===== src/sv/scs_pkg.sv =====
`timescale 1ns / 1ps
// Shared types and constants for the secant concentration search block.
// Depends on nothing; used by secant_concentration_search, scs_checker and the testbench.

package scs_pkg;

    // Sequencer states.
    typedef enum logic [2:0] {
        S_IDLE,
        S_WMUL,
        S_SMUL,
        S_DIV,
        S_UPDATE,
        S_CMUL,
        S_DONE
    } t_state;

    // Register indexes (byte address divided by four).
    localparam logic [2:0] REG_TARGET    = 3'd0;
    localparam logic [2:0] REG_TOLERANCE = 3'd1;
    localparam logic [2:0] REG_ABUNDANCE = 3'd2;
    localparam logic [2:0] REG_EPSILON   = 3'd3;
    localparam logic [2:0] REG_INIT_CONC = 3'd4;
    localparam logic [2:0] REG_CONFIDENCE = 3'd5;

    localparam int ADDR_W       = 5;
    localparam int CONF_FRAC    = 12;
    localparam int ABUND_FRAC   = 16;
    localparam int STEP_UNITS   = 1000;
    localparam int DIV_STEPS    = 64;

    localparam logic [29:0] TOL_RESET   = 30'd107374;
    localparam logic [16:0] ABUND_RESET = 17'd13042;
    localparam logic [15:0] CONF_RESET  = 16'd8028;

endpackage


===== src/sv/secant_concentration_search.sv =====
`timescale 1ns / 1ps
// Secant search for the concentration that drives a measured factor to target.
// Depends on scs_pkg for the sequencer state type and register indexes.

// Usage:
// A request on the slave stream carries three factors in tdata and the
// first-pass flag in tuser. One result leaves on the master stream per request.
// The registers are written over the APB port while the block is idle;
// writing the initial concentration also loads both stored concentrations.
// A secant request uses the single shared 32x32 multiplier three times (interval
// width, secant product, scaled change) around the one-bit-per-cycle restoring
// divider. A first-pass request or one with equal factors skips the secant
// product and the divider. The input is ready only while the sequencer is
// idle. A finished result sits in the output register, so the next request can
// be accepted while the receiver stalls; that request then waits at its last
// step until the output register is free. Reset is synchronous: all
// configuration registers go to their defaults, both concentrations to the
// default initial value, and no result is pending.

module secant_concentration_search #(
    parameter int FACTOR_FRAC_BITS = 30,
    parameter int CONC_FRAC_BITS   = 16
) (
    input  logic                        i_clk,
    input  logic                        i_rst_n,
    // Slave stream. tdata: factor_mean[31:0], factor_prev_mean[63:32],
    // factor_std_dev[95:64]. tuser: first_step[0].
    input  logic                        i_s_tvalid,
    output logic                        o_s_tready,
    input  logic [95:0]                 i_s_tdata,
    input  logic                        i_s_tuser,
    // Master stream. tdata: new_concentration[31:0], converged[32],
    // change_small[33], factor_in_band[34], slope_undefined[35],
    // saturated[36], uncertainty_high[37], zero fill[39:38].
    output logic                        o_m_tvalid,
    input  logic                        i_m_tready,
    output logic [39:0]                 o_m_tdata,
    // APB register port.
    input  logic                        psel,
    input  logic                        penable,
    input  logic                        pwrite,
    input  logic [scs_pkg::ADDR_W-1:0]  paddr,
    input  logic [31:0]                 pwdata,
    output logic [31:0]                 prdata,
    output logic                        pready
);

    localparam logic [31:0] TARGET_RESET = 32'(64'd1 << FACTOR_FRAC_BITS);
    localparam logic [31:0] EPS_RESET    = 32'(64'd1 << CONC_FRAC_BITS);
    localparam logic [32:0] STEP         = 33'(64'(scs_pkg::STEP_UNITS) << CONC_FRAC_BITS);
    localparam logic [31:0] INIT_RESET   = STEP[31:0];

    // Configuration registers.
    logic [31:0] r_target;
    logic [29:0] r_tol;
    logic [16:0] r_abund;
    logic [31:0] r_eps;
    logic [31:0] r_init;
    logic [15:0] r_conf;

    // Stored concentration pair.
    logic [31:0] r_conc;
    logic [31:0] r_prior;

    // Latched request.
    logic        r_first;
    logic [31:0] r_mean;
    logic [31:0] r_pmean;
    logic [31:0] r_sd;

    // Working registers.
    scs_pkg::t_state r_state, n_state;
    logic [35:0] r_width;
    logic [31:0] r_dk;
    logic        r_neg;
    logic        r_undef;
    logic        r_sat;
    logic [63:0] r_num;
    logic [31:0] r_rem;
    logic [5:0]  r_cnt;
    logic [48:0] r_cprod;
    logic [31:0] r_dt;

    logic        w_cfg_wr;
    logic        w_accept;
    logic        w_out_load;
    logic [31:0] w_mul_a;
    logic [31:0] w_mul_b;
    logic [63:0] w_prod;
    logic [31:0] w_change;
    logic        w_c_neg;
    logic [31:0] w_dt;
    logic        w_t_neg;
    logic [31:0] w_dk;
    logic        w_k_neg;
    logic        w_undef;
    logic [32:0] w_trial;
    logic        w_qbit;
    logic [31:0] n_conc;
    logic        n_sat;
    logic [32:0] w_first_sum;
    logic [64:0] w_sec_sum;
    logic        w_small;
    logic        w_band;
    logic        w_unc;
    logic [36:0] w_lhs1, w_rhs1, w_lhs2, w_rhs2;
    logic [31:0] w_dev;

    assign pready   = 1'b1;
    assign w_cfg_wr = psel && penable && pwrite && pready;
    assign w_accept = i_s_tvalid && o_s_tready;

    // Register read-back.
    always_comb begin
        case (paddr[4:2])
            scs_pkg::REG_TARGET:     prdata = r_target;
            scs_pkg::REG_TOLERANCE:  prdata = {2'b0, r_tol};
            scs_pkg::REG_ABUNDANCE:  prdata = {15'b0, r_abund};
            scs_pkg::REG_EPSILON:    prdata = r_eps;
            scs_pkg::REG_INIT_CONC:  prdata = r_init;
            scs_pkg::REG_CONFIDENCE: prdata = {16'b0, r_conf};
            default:                 prdata = 32'b0;
        endcase
    end

    // Magnitudes and signs of the three differences.
    always_comb begin
        w_c_neg  = r_conc < r_prior;
        w_change = w_c_neg ? (r_prior - r_conc) : (r_conc - r_prior);
        w_t_neg  = r_target < r_mean;
        w_dt     = w_t_neg ? (r_mean - r_target) : (r_target - r_mean);
        w_k_neg  = r_mean < r_pmean;
        w_dk     = w_k_neg ? (r_pmean - r_mean) : (r_mean - r_pmean);
        w_undef  = !r_first && (r_mean == r_pmean);
    end

    // The shared multiplier.
    assign w_prod = w_mul_a * w_mul_b;

    // One restoring division step.
    assign w_trial = {r_rem, r_num[63]};
    assign w_qbit  = w_trial >= {1'b0, r_dk};

    // Concentration update.
    always_comb begin
        n_conc      = r_conc;
        n_sat       = 1'b0;
        w_first_sum = {1'b0, r_prior} + STEP;
        w_sec_sum   = {33'b0, r_conc} + {1'b0, r_num};
        if (r_first) begin
            if (r_mean > r_target) begin
                if (w_first_sum[32]) begin
                    n_conc = '1;
                    n_sat  = 1'b1;
                end else begin
                    n_conc = w_first_sum[31:0];
                end
            end else if (r_mean < r_target) begin
                n_conc = ({1'b0, r_prior} > STEP) ? (r_prior - STEP[31:0]) : 32'b0;
            end else begin
                n_conc = r_prior;
            end
        end else if (r_undef || r_num == 64'b0) begin
            n_conc = r_conc;
        end else if (r_neg) begin
            n_conc = (r_num >= {32'b0, r_conc}) ? 32'b0 : (r_conc - r_num[31:0]);
        end else if (w_sec_sum[64:32] != 33'b0) begin
            n_conc = '1;
            n_sat  = 1'b1;
        end else begin
            n_conc = w_sec_sum[31:0];
        end
    end

    // Result tests. The interval test t - tol <= m - w is rewritten as
    // t + w <= m + tol so that no term goes negative.
    always_comb begin
        w_small = r_cprod < {1'b0, r_eps, 16'b0};
        w_lhs1  = {5'b0, r_target} + {1'b0, r_width};
        w_rhs1  = {5'b0, r_mean} + {7'b0, r_tol};
        w_lhs2  = {5'b0, r_mean} + {1'b0, r_width};
        w_rhs2  = {5'b0, r_target} + {7'b0, r_tol};
        w_dev   = (r_mean >= r_target) ? (r_mean - r_target) : (r_target - r_mean);
        w_band  = ((w_lhs1 <= w_rhs1) && (w_lhs2 <= w_rhs2)) || (w_dev < {2'b0, r_tol});
        w_unc   = r_sd > {2'b0, r_tol};
    end

    // Next state.
    always_comb begin
        n_state = r_state;
        case (r_state)
            scs_pkg::S_IDLE:   if (w_accept) n_state = scs_pkg::S_WMUL;
            scs_pkg::S_WMUL:   n_state = (r_first || w_undef) ? scs_pkg::S_UPDATE
                                                              : scs_pkg::S_SMUL;
            scs_pkg::S_SMUL:   n_state = scs_pkg::S_DIV;
            scs_pkg::S_DIV:    if (r_cnt == 6'(scs_pkg::DIV_STEPS - 1)) begin
                                   n_state = scs_pkg::S_UPDATE;
                               end
            scs_pkg::S_UPDATE: n_state = scs_pkg::S_CMUL;
            scs_pkg::S_CMUL:   n_state = scs_pkg::S_DONE;
            scs_pkg::S_DONE:   if (!o_m_tvalid || i_m_tready) n_state = scs_pkg::S_IDLE;
            default:           n_state = scs_pkg::S_IDLE;
        endcase
    end

    // Sequencer outputs: handshake and multiplier operand selection.
    always_comb begin
        o_s_tready = 1'b0;
        w_out_load = 1'b0;
        w_mul_a    = 32'b0;
        w_mul_b    = 32'b0;
        case (r_state)
            scs_pkg::S_IDLE: o_s_tready = 1'b1;
            scs_pkg::S_WMUL: begin
                w_mul_a = r_sd;
                w_mul_b = {16'b0, r_conf};
            end
            scs_pkg::S_SMUL: begin
                w_mul_a = w_change;
                w_mul_b = r_dt;
            end
            scs_pkg::S_CMUL: begin
                w_mul_a = w_change;
                w_mul_b = {15'b0, r_abund};
            end
            scs_pkg::S_DONE: w_out_load = !o_m_tvalid || i_m_tready;
            default: ;
        endcase
    end

    // Control state, registers and the stored concentration pair.
    always_ff @(posedge i_clk) begin
        if (!i_rst_n) begin
            r_state    <= scs_pkg::S_IDLE;
            r_cnt      <= 6'b0;
            o_m_tvalid <= 1'b0;
            r_target   <= TARGET_RESET;
            r_tol      <= scs_pkg::TOL_RESET;
            r_abund    <= scs_pkg::ABUND_RESET;
            r_eps      <= EPS_RESET;
            r_init     <= INIT_RESET;
            r_conf     <= scs_pkg::CONF_RESET;
            r_conc     <= INIT_RESET;
            r_prior    <= INIT_RESET;
        end else begin
            r_state <= n_state;
            if (r_state == scs_pkg::S_DIV) begin
                r_cnt <= r_cnt + 6'd1;
            end
            if (w_out_load) begin
                o_m_tvalid <= 1'b1;
            end else if (i_m_tready) begin
                o_m_tvalid <= 1'b0;
            end
            if (r_state == scs_pkg::S_UPDATE && !r_undef) begin
                r_prior <= r_conc;
                r_conc  <= n_conc;
            end
            if (w_cfg_wr) begin
                case (paddr[4:2])
                    scs_pkg::REG_TARGET:     r_target <= pwdata;
                    scs_pkg::REG_TOLERANCE:  r_tol    <= pwdata[29:0];
                    scs_pkg::REG_ABUNDANCE:  r_abund  <= pwdata[16:0];
                    scs_pkg::REG_EPSILON:    r_eps    <= pwdata;
                    scs_pkg::REG_INIT_CONC: begin
                        r_init  <= pwdata;
                        r_conc  <= pwdata;
                        r_prior <= pwdata;
                    end
                    scs_pkg::REG_CONFIDENCE: r_conf   <= pwdata[15:0];
                    default: ;
                endcase
            end
        end
    end

    // Datapath registers.
    always_ff @(posedge i_clk) begin
        if (w_accept) begin
            r_first <= i_s_tuser;
            r_mean  <= i_s_tdata[31:0];
            r_pmean <= i_s_tdata[63:32];
            r_sd    <= i_s_tdata[95:64];
        end
        case (r_state)
            scs_pkg::S_WMUL: begin
                r_width <= w_prod[47:scs_pkg::CONF_FRAC];
                r_dt    <= w_dt;
                r_dk    <= w_dk;
                r_neg   <= (w_c_neg != w_t_neg) != w_k_neg;
                r_undef <= w_undef;
            end
            scs_pkg::S_SMUL: begin
                r_num <= w_prod;
                r_rem <= 32'b0;
            end
            scs_pkg::S_DIV: begin
                r_num <= {r_num[62:0], w_qbit};
                r_rem <= w_qbit ? 32'(w_trial - {1'b0, r_dk}) : w_trial[31:0];
            end
            scs_pkg::S_UPDATE: r_sat <= n_sat;
            scs_pkg::S_CMUL:   r_cprod <= w_prod[48:0];
            default: ;
        endcase
        if (w_out_load) begin
            o_m_tdata <= {2'b0, w_unc, r_sat, r_undef, w_band, w_small,
                          w_small && w_band, r_conc};
        end
    end

`ifndef SYNTH
    a_cnt_idle: assert property (@(posedge i_clk) disable iff (!i_rst_n)
        (r_state != scs_pkg::S_DIV) |-> (r_cnt == 6'b0))
        else $error("divider step count not at zero outside the division");

    a_rem_below: assert property (@(posedge i_clk) disable iff (!i_rst_n)
        (r_state == scs_pkg::S_DIV) |-> (r_rem < r_dk))
        else $error("division remainder reached the divisor");

    a_flags_excl: assert property (@(posedge i_clk) disable iff (!i_rst_n)
        o_m_tvalid |-> !(o_m_tdata[35] && o_m_tdata[36]))
        else $error("result flagged both undefined slope and saturation");

    a_converged: assert property (@(posedge i_clk) disable iff (!i_rst_n)
        o_m_tvalid |-> (o_m_tdata[32] == (o_m_tdata[33] && o_m_tdata[34])))
        else $error("converged flag disagrees with its two tests");

    a_ready_busy: assert property (@(posedge i_clk) disable iff (!i_rst_n)
        w_accept |=> !o_s_tready)
        else $error("input ready again right after a request was taken");
`endif

endmodule


===== config.mk =====
export PLATFORM = sky130hd
export DESIGN_NAME = secant_concentration_search
export DESIGN_NICKNAME = d
export VERILOG_FILES = /design/src/sv/scs_pkg.sv /design/src/sv/secant_concentration_search.sv
export SDC_FILE = /design/constraint.sdc
export NUM_CORES = 2
export LEC_CHECK = 0
export BUFFER_PORTS_ARGS = -buffer_cell sky130_fd_sc_hd__buf_2
export CAP_MARGIN = 40
export CORE_MARGIN = 4
export CORE_UTILIZATION = 40
export CTS_BUF_LIST = sky130_fd_sc_hd__clkbuf_4
export DETAILED_ROUTE_END_ITERATION = 16
export MAX_ROUTING_LAYER = met4
export SYNTH_ARGS = -nofsm -noshare
export SYNTH_HDL_FRONTEND = slang
export SYNTH_SLANG_ARGS = --single-unit

===== constraint.sdc =====
create_clock -name i_clk -period 13.6 [get_ports i_clk]
set_input_delay 0.68 -clock i_clk [delete_from_list [all_inputs] [get_ports i_clk]]
set_output_delay 0.68 -clock i_clk [all_outputs]
set_load 0.02 [all_outputs]

Yosys cells after proc, flatten, opt, wreduce, memory -nomap -nowiden
Cells that the tools add are included.
W data, S select, Z words.
Word-level totals
  logic and storage cells: 142
  output and inout bits: 75
  bits in registers: 616
  input bits: 141
Operators by class
  $add $sub $neg: 16
  equality and inequality tests: 18
  multipliers: 1
  muxes and demuxes: 40
  reductions and logical operators: 28
  $lt $le $gt $ge: 14
Operators by type and width (count)
  $mux W32: 20
  $sub A32 B32 Y32: 8
  $pmux W32 S6: 1
  $lt A32 B32 Y1: 4
  $pmux W32 S2: 2
  $pmux W64 S2: 1
  $pmux W32 S3: 1
  $add A32 B36 Y37: 2
  $le A37 B33 Y1: 2
  $add A32 B30 Y33: 2
  $add A32 B64 Y65: 1
  $ge A64 B32 Y1: 1
  $logic_not A64 Y1: 1
  $mul A32 B32 Y64: 1
  $lt A49 B48 Y1: 1
  $add A32 B26 Y33 const B: 1
  $ge A33 B32 Y1: 1
  $reduce_bool A33 Y1: 1
  $eq A32 B32 Y1: 1
  $ge A32 B32 Y1: 1
  $gt A32 B26 Y1 const B: 1
  $gt A32 B30 Y1: 1
  $gt A32 B32 Y1: 1
  $lt A32 B30 Y1: 1
  other kinds (19): 60

Logic depth before layout (Yosys ltp)
  depth in word-level cells: 9
  gate-level depth with buffers: 48
  mapped depth without buffers: 45

Worst setup path before layout
No wires, ideal clock.
  kind: reg-to-reg
  start: register r_state[0]
  end: register r_num[55], data pin
  setup slack: 1.888 ns
  clock period less this slack: 11.712 ns
  buffers on the path: 3
  setup time: 0.277 ns
  data required time: 13.323 ns
  data arrival time: 11.436 ns
  stages on the path, launching flop included: 35
  cell sequence: dfxtp_1 buf_1 nand2_1 nor2_1 clkbuf_1 clkbuf_1 nand2_1 nand2_1 nand2_1 fa_1 inv_1 fa_1 inv_1 fa_1 fa_1 inv_1 fa_1 fa_1 fa_1 inv_1 fa_1 inv_1 ha_1 a21o_1 a21o_1 a21o_1 a21o_1 a21oi_1 o21ai_0 o211ai_1 o21ai_1 a31oi_1 nor2_1 a2111oi_0 a211oi_1
On the way
  longest elaborated chain between the ends: 5
  elaborated cells between the ends (all ways): 9
  classes of those cells: mul: 1; eq/ne: 4; mux: 3; reduce/logical: 1
Ends and longest elaborated chain
  start, declared: line secant_concentration_search.sv:72  | scs_pkg::t_state r_state, n_state;
  start signal, assigned: line secant_concentration_search.sv:234  | r_state <= scs_pkg::S_IDLE;
  start signal, assigned: line secant_concentration_search.sv:246  | r_state <= n_state;
  $eq A3 B3 Y1 / $eq A3 B2 Y1 (equally long branches): line secant_concentration_search.sv:212, secant_concentration_search.sv:285
  $reduce_or A2 Y1 (no line)
  $pmux W32 S2: line secant_concentration_search.sv:212  | case (r_state)
  $mul A32 B32 Y64: line secant_concentration_search.sv:138  | assign w_prod = w_mul_a * w_mul_b;
  $pmux W64 S2 *: line secant_concentration_search.sv:285  | case (r_state)
  end signal, assigned: line secant_concentration_search.sv:294  | r_num <= w_prod;
  end signal, assigned: line secant_concentration_search.sv:298  | r_num <= {r_num[62:0], w_qbit};
  end, declared: line secant_concentration_search.sv:78  | logic [63:0] r_num;
Mark *: on every way between the ends. The rest lies on a longest branch, timed or not.
A chain may end at the register's enable or synchronous reset.

Final worst setup path
  start: register r_prior[0]
  end: register r_num[59], data pin
On the way
  longest elaborated chain between the ends: 5
  elaborated cells between the ends (all ways): 7
  classes of those cells: add/sub: 2; mul: 1; order compare: 1; mux: 3
Ends and longest elaborated chain
  start, declared: line secant_concentration_search.sv:63  | logic [31:0] r_prior;
  start signal, assigned: line secant_concentration_search.sv:256  | r_prior <= r_conc;
  start signal, assigned: line secant_concentration_search.sv:268  | r_prior <= pwdata;
  $sub A32 B32 Y32 / $lt A32 B32 Y1 (equally long branches): line secant_concentration_search.sv:129, secant_concentration_search.sv:128
  $mux W32 *: line secant_concentration_search.sv:129  | w_change = w_c_neg ? (r_prior - r_conc) : (r_conc - r_prior);
  $pmux W32 S2 *: line secant_concentration_search.sv:212
  $mul A32 B32 Y64 *: line secant_concentration_search.sv:138
  $pmux W64 S2 *: line secant_concentration_search.sv:285
Marks and branches as above.

==> results.py <==
metrics = {
    "status": {
        "outcome": "completed",
    },
    "sta": {
        "worst_slew_pin_slew_ns": 1.042,
        "clock-skew-final_ns": 0.1876,
        "fmax_mhz": 76.67,
        "fin_crit_ns": 13.04,
        "hold_violations": 0,
        "slew_headroom": 0.3003,
        "setup_viol": 0,
        "setup_tns_ns": 0,
        "maxSlewViolCount": 0,
        "grt_setup_unrepaired": "no",
        "finalCritPeriodShare": 0.9590,
    },
    "global_routing": {
        "grt.total_usage": 0.3420,
        "grt_pass1_vias": 75450,
        "grt_pass1_wl_mm": 526.0,
        "antenna_found_initial": 15,
        "overflow": 0,
        "grt_start_max_net_pins": 71,
    },
    "route": {
        "vias": 77230,
        "avgViaCountPerCell": 5.839,
        "final_antenna_net_count": 0,
        "drtIter0Drc": 8567,
        "dr.pass1.iters": 7,
        "drc": 0,
        "wl_mm": 368.4,
        "wire_per_inst_um": 27.86,
    },
    "clock_tree": {
        "cts_buffers": 172,
        "cts_sinks": 600,
        "path_clk_slew_ns": 0.07,
        "cts_max_level": 4,
        "cts_resized": 0,
        "clk_latency_ns": 1.34,
        "tritoncts": "yes",
        "root_buffer": "clkbuf_4",
        "cts_max_path_buffers": 3,
    },
    "layout": {
        "areaGrowthSynthToFinish_pct": 10.95,
        "fin_nets": 12200,
        "mostFrequentLayoutCell": "inv_1",
        "final_cell_mix": "inv_1 (1336), nand2_1 (1270), nor2_1 (912)",
        "drive_above_1_share": 0.08900,
        "finalNonFillerCells": 13230,
    },
    "worst_setup_path": {
        "cp-end-kind": "flip-flop",
        "crit_top_cell": "fa_1",
        "cp.depth": 42,
        "critical_path_buf_inv_count": 9,
        "critical_path.max_fanout": 16,
        "critPathRequiredTime_ns": 14.51,
        "slowest_stage": "xnor2_1",
        "crit_path_start_kind": "flip-flop",
        "reg2regPathDepth": 42,
        "crit_arrival_ns": 13.95,
        "worstSetupPathType": "flip-flop to flip-flop",
        "max_stage_delay_ns": 0.57,
        "path_delay_family": "adder cells",
    },
    "pwr": {
        "p_sw_uw": 5388,
        "p_sw_frac": 0.5055,
        "leakagePower_uw": 0.04265,
        "irDropWorstVdd_mv": 0.09152,
        "power_frac_seq": 0.230,
        "p_per_area_mw_per_mm2": 115.0,
        "pwr-share-clk": 0.178,
        "p_int_uw": 5271,
        "total_power_uw": 10660,
        "combPwrFrac": 0.592,
    },
    "placed_design": {
        "gp_congestion": 1.030,
        "port_buffers": 210,
        "dp_cells": 12750,
        "hpwl_mm": 302.7,
    },
    "synthesis": {
        "async_flop_share": 0,
        "ys_seq_area_frac": 0.1878,
        "synth_ff_type": "edfxtp_1",
        "yosys_warnings": 0,
        "synthCells": 9904,
        "ys_ff_latch": 600,
        "avgSynthCellArea_um2": 8.431,
        "synth-edff-count": 367,
        "synth.cell_area_mm2": 0.08350,
        "post_synth_num_cell_types": 106,
    },
    "floorplanning": {
        "initial_utilization": 0.4028,
        "core_mm2": 0.2073,
        "dieArea_mm2": 0.2161,
        "core.rowCount": 167,
        "die_w_um": 464.9,
        "die_y_um": 464.9,
        "ioPinCount": 216,
    },
    "flow_run": {
        "max-cap-violations": 0,
    },
    "hold_path": {
        "hp-class": "input port to flip-flop",
        "worstHoldPathCells": 2,
    },
}
-- cells in the mapped netlist, types with 86 or more instances --
cell type | n | area share
inv_1 | 1337 | 0.060
nand2_1 | 1272 | 0.057
nor2_1 | 916 | 0.041
fa_1 | 909 | 0.22
ha_1 | 863 | 0.13
a21oi_1 | 700 | 0.042
o21ai_0 | 424 | 0.025
edfxtp_1 | 367 | 0.13
clkbuf_1 | 342 | 0.015
dfxtp_1 | 233 | 0.056
a21o_1 | 228 | 0.020
xnor2_1 | 228 | 0.024
nand3_1 | 150 | 0.0090
xor2_1 | 131 | 0.014
mux2i_1 | 104 | 0.012
nand4_1 | 104 | 0.0078
and2_1 | 101 | 0.0076
nor3_1 | 100 | 0.0060
o21bai_1 | 99 | 0.0089
a22oi_1 | 91 | 0.0082
o21a_1 | 90 | 0.0081
nand2b_1 | 86 | 0.0064
-- path summary, 6_finish.rpt --
check	from	endpoint	slack, ns
setup / recovery	r_prior[0]$_SDFF_PN0_	r_num[59]$_DFFE_PP_	0.56
hold / removal	i_s_tdata[80]	r_sd[16]$_DFFE_PP_	0.17
setup reg to reg	r_prior[0]$_SDFF_PN0_	r_num[59]$_DFFE_PP_	0.56
hold reg to reg	r_init[25]$_SDFFE_PN1P_	r_init[25]$_SDFFE_PN1P_	0.45
-- layer usage --
| metal | routed length, um | vias to the layer above | global-route usage |
|---|---|---|---|
| met5 | 0 | - | - |
| met2 | 153400 | 3981 | 0.4876 |
| met1 | 159100 | 38420 | 0.4669 |
| met4 | 21300 | 0 | 0.1581 |
| li1 | - | 34080 | - |
| met3 | 34610 | 748 | 0.06738 |
-- timing repair --
item | CTS | global route
endpoints found under the hold margin | 334 | 0
buffers inserted | 0 | 0
hold buffers | 151 | 0
-- flip-flops by register name, summed over array words and instances (netlist names), 32 cells and up --
| register | flops |
|---|---|
| r_mean | 32 |
| r_dt | 32 |
| r_num | 64 |
| r_sd | 32 |
| r_conc | 32 |
| r_target | 32 |
| r_prior | 32 |
| o_m_tdata | 38 |
| r_dk | 32 |
| r_init | 32 |
| r_eps | 32 |
| r_pmean | 32 |
| r_rem | 32 |
| r_cprod | 33 |
| r_width | 36 |
-- area by class of cell --
type | count | area [um^2]
fillers | 20830 | 114600
multi-input cells | 7523 | 61190
flip-flops and latches | 600 | 15690
inverters | 1342 | 5040
repair buffers | 645 | 4855
well taps | 2788 | 3488
clock buffers | 242 | 1817
clock inverters | 75 | 536.8
diodes | 11 | 27.53
-- worst reg2reg max path: cells and delay by family (launching register included) --
| family | cells | cell delay [ns] |
|---|---|---|
| AO/OA/AOI/OAI | 11 | 2.86 |
| XOR/XNOR | 1 | 0.57 |
| adder cells (fa/ha/maj) | 11 | 5.10 |
| buffers and inverters | 9 | 1.08 |
| flip-flops | 1 | 0.46 |
| multiplexers | 1 | 0.12 |
| AND/OR/NAND/NOR | 9 | 2.49 |
-- power by group through the flow --
| stage | combinational, uW | clock (uW) | sequential, uW |
|---|---|---|---|
| after floorplan | 3640 | 0 | 2340 |
| after global placement | 6000 | 0 | 2490 |
| after detailed placement | 6070 | 0 | 2480 |
| after CTS | 6180 | 1950 | 2450 |
| after global routing | 6730 | 2030 | 2450 |
| final | 6310 | 1900 | 2450 |
-- cell families after synthesis --
family          count (synthesis)  share of synthesized area
fa+ha+maj                    1772                     0.3472
xor+xnor                      361                    0.03805
other cells                     2                 0.00008994
buf+inv                      1782                    0.08137
compound gates               2209                     0.1675
mux                           140                    0.01738
flops                         600                     0.1878
simple gates                 3038                     0.1606
-- stage by stage --
stage,utilization,setup WS (ns),hold slack [ns],area [um^2]
2_1_floorplan,-,1.888,0.4003,83500
3_3_place_gp,0.4259,0.9585,0.4362,88270
3_5_place_dp,0.4282,1.019,0.4396,88750
4_1_cts,0.4468,0.8667,0.002877,92620
5_1_grt,0.4469,0.1984,0.08097,92640
6_report,0.4470,0.5571,0.1683,92650
No activity file was read; power rests on OpenSTA's default activity.
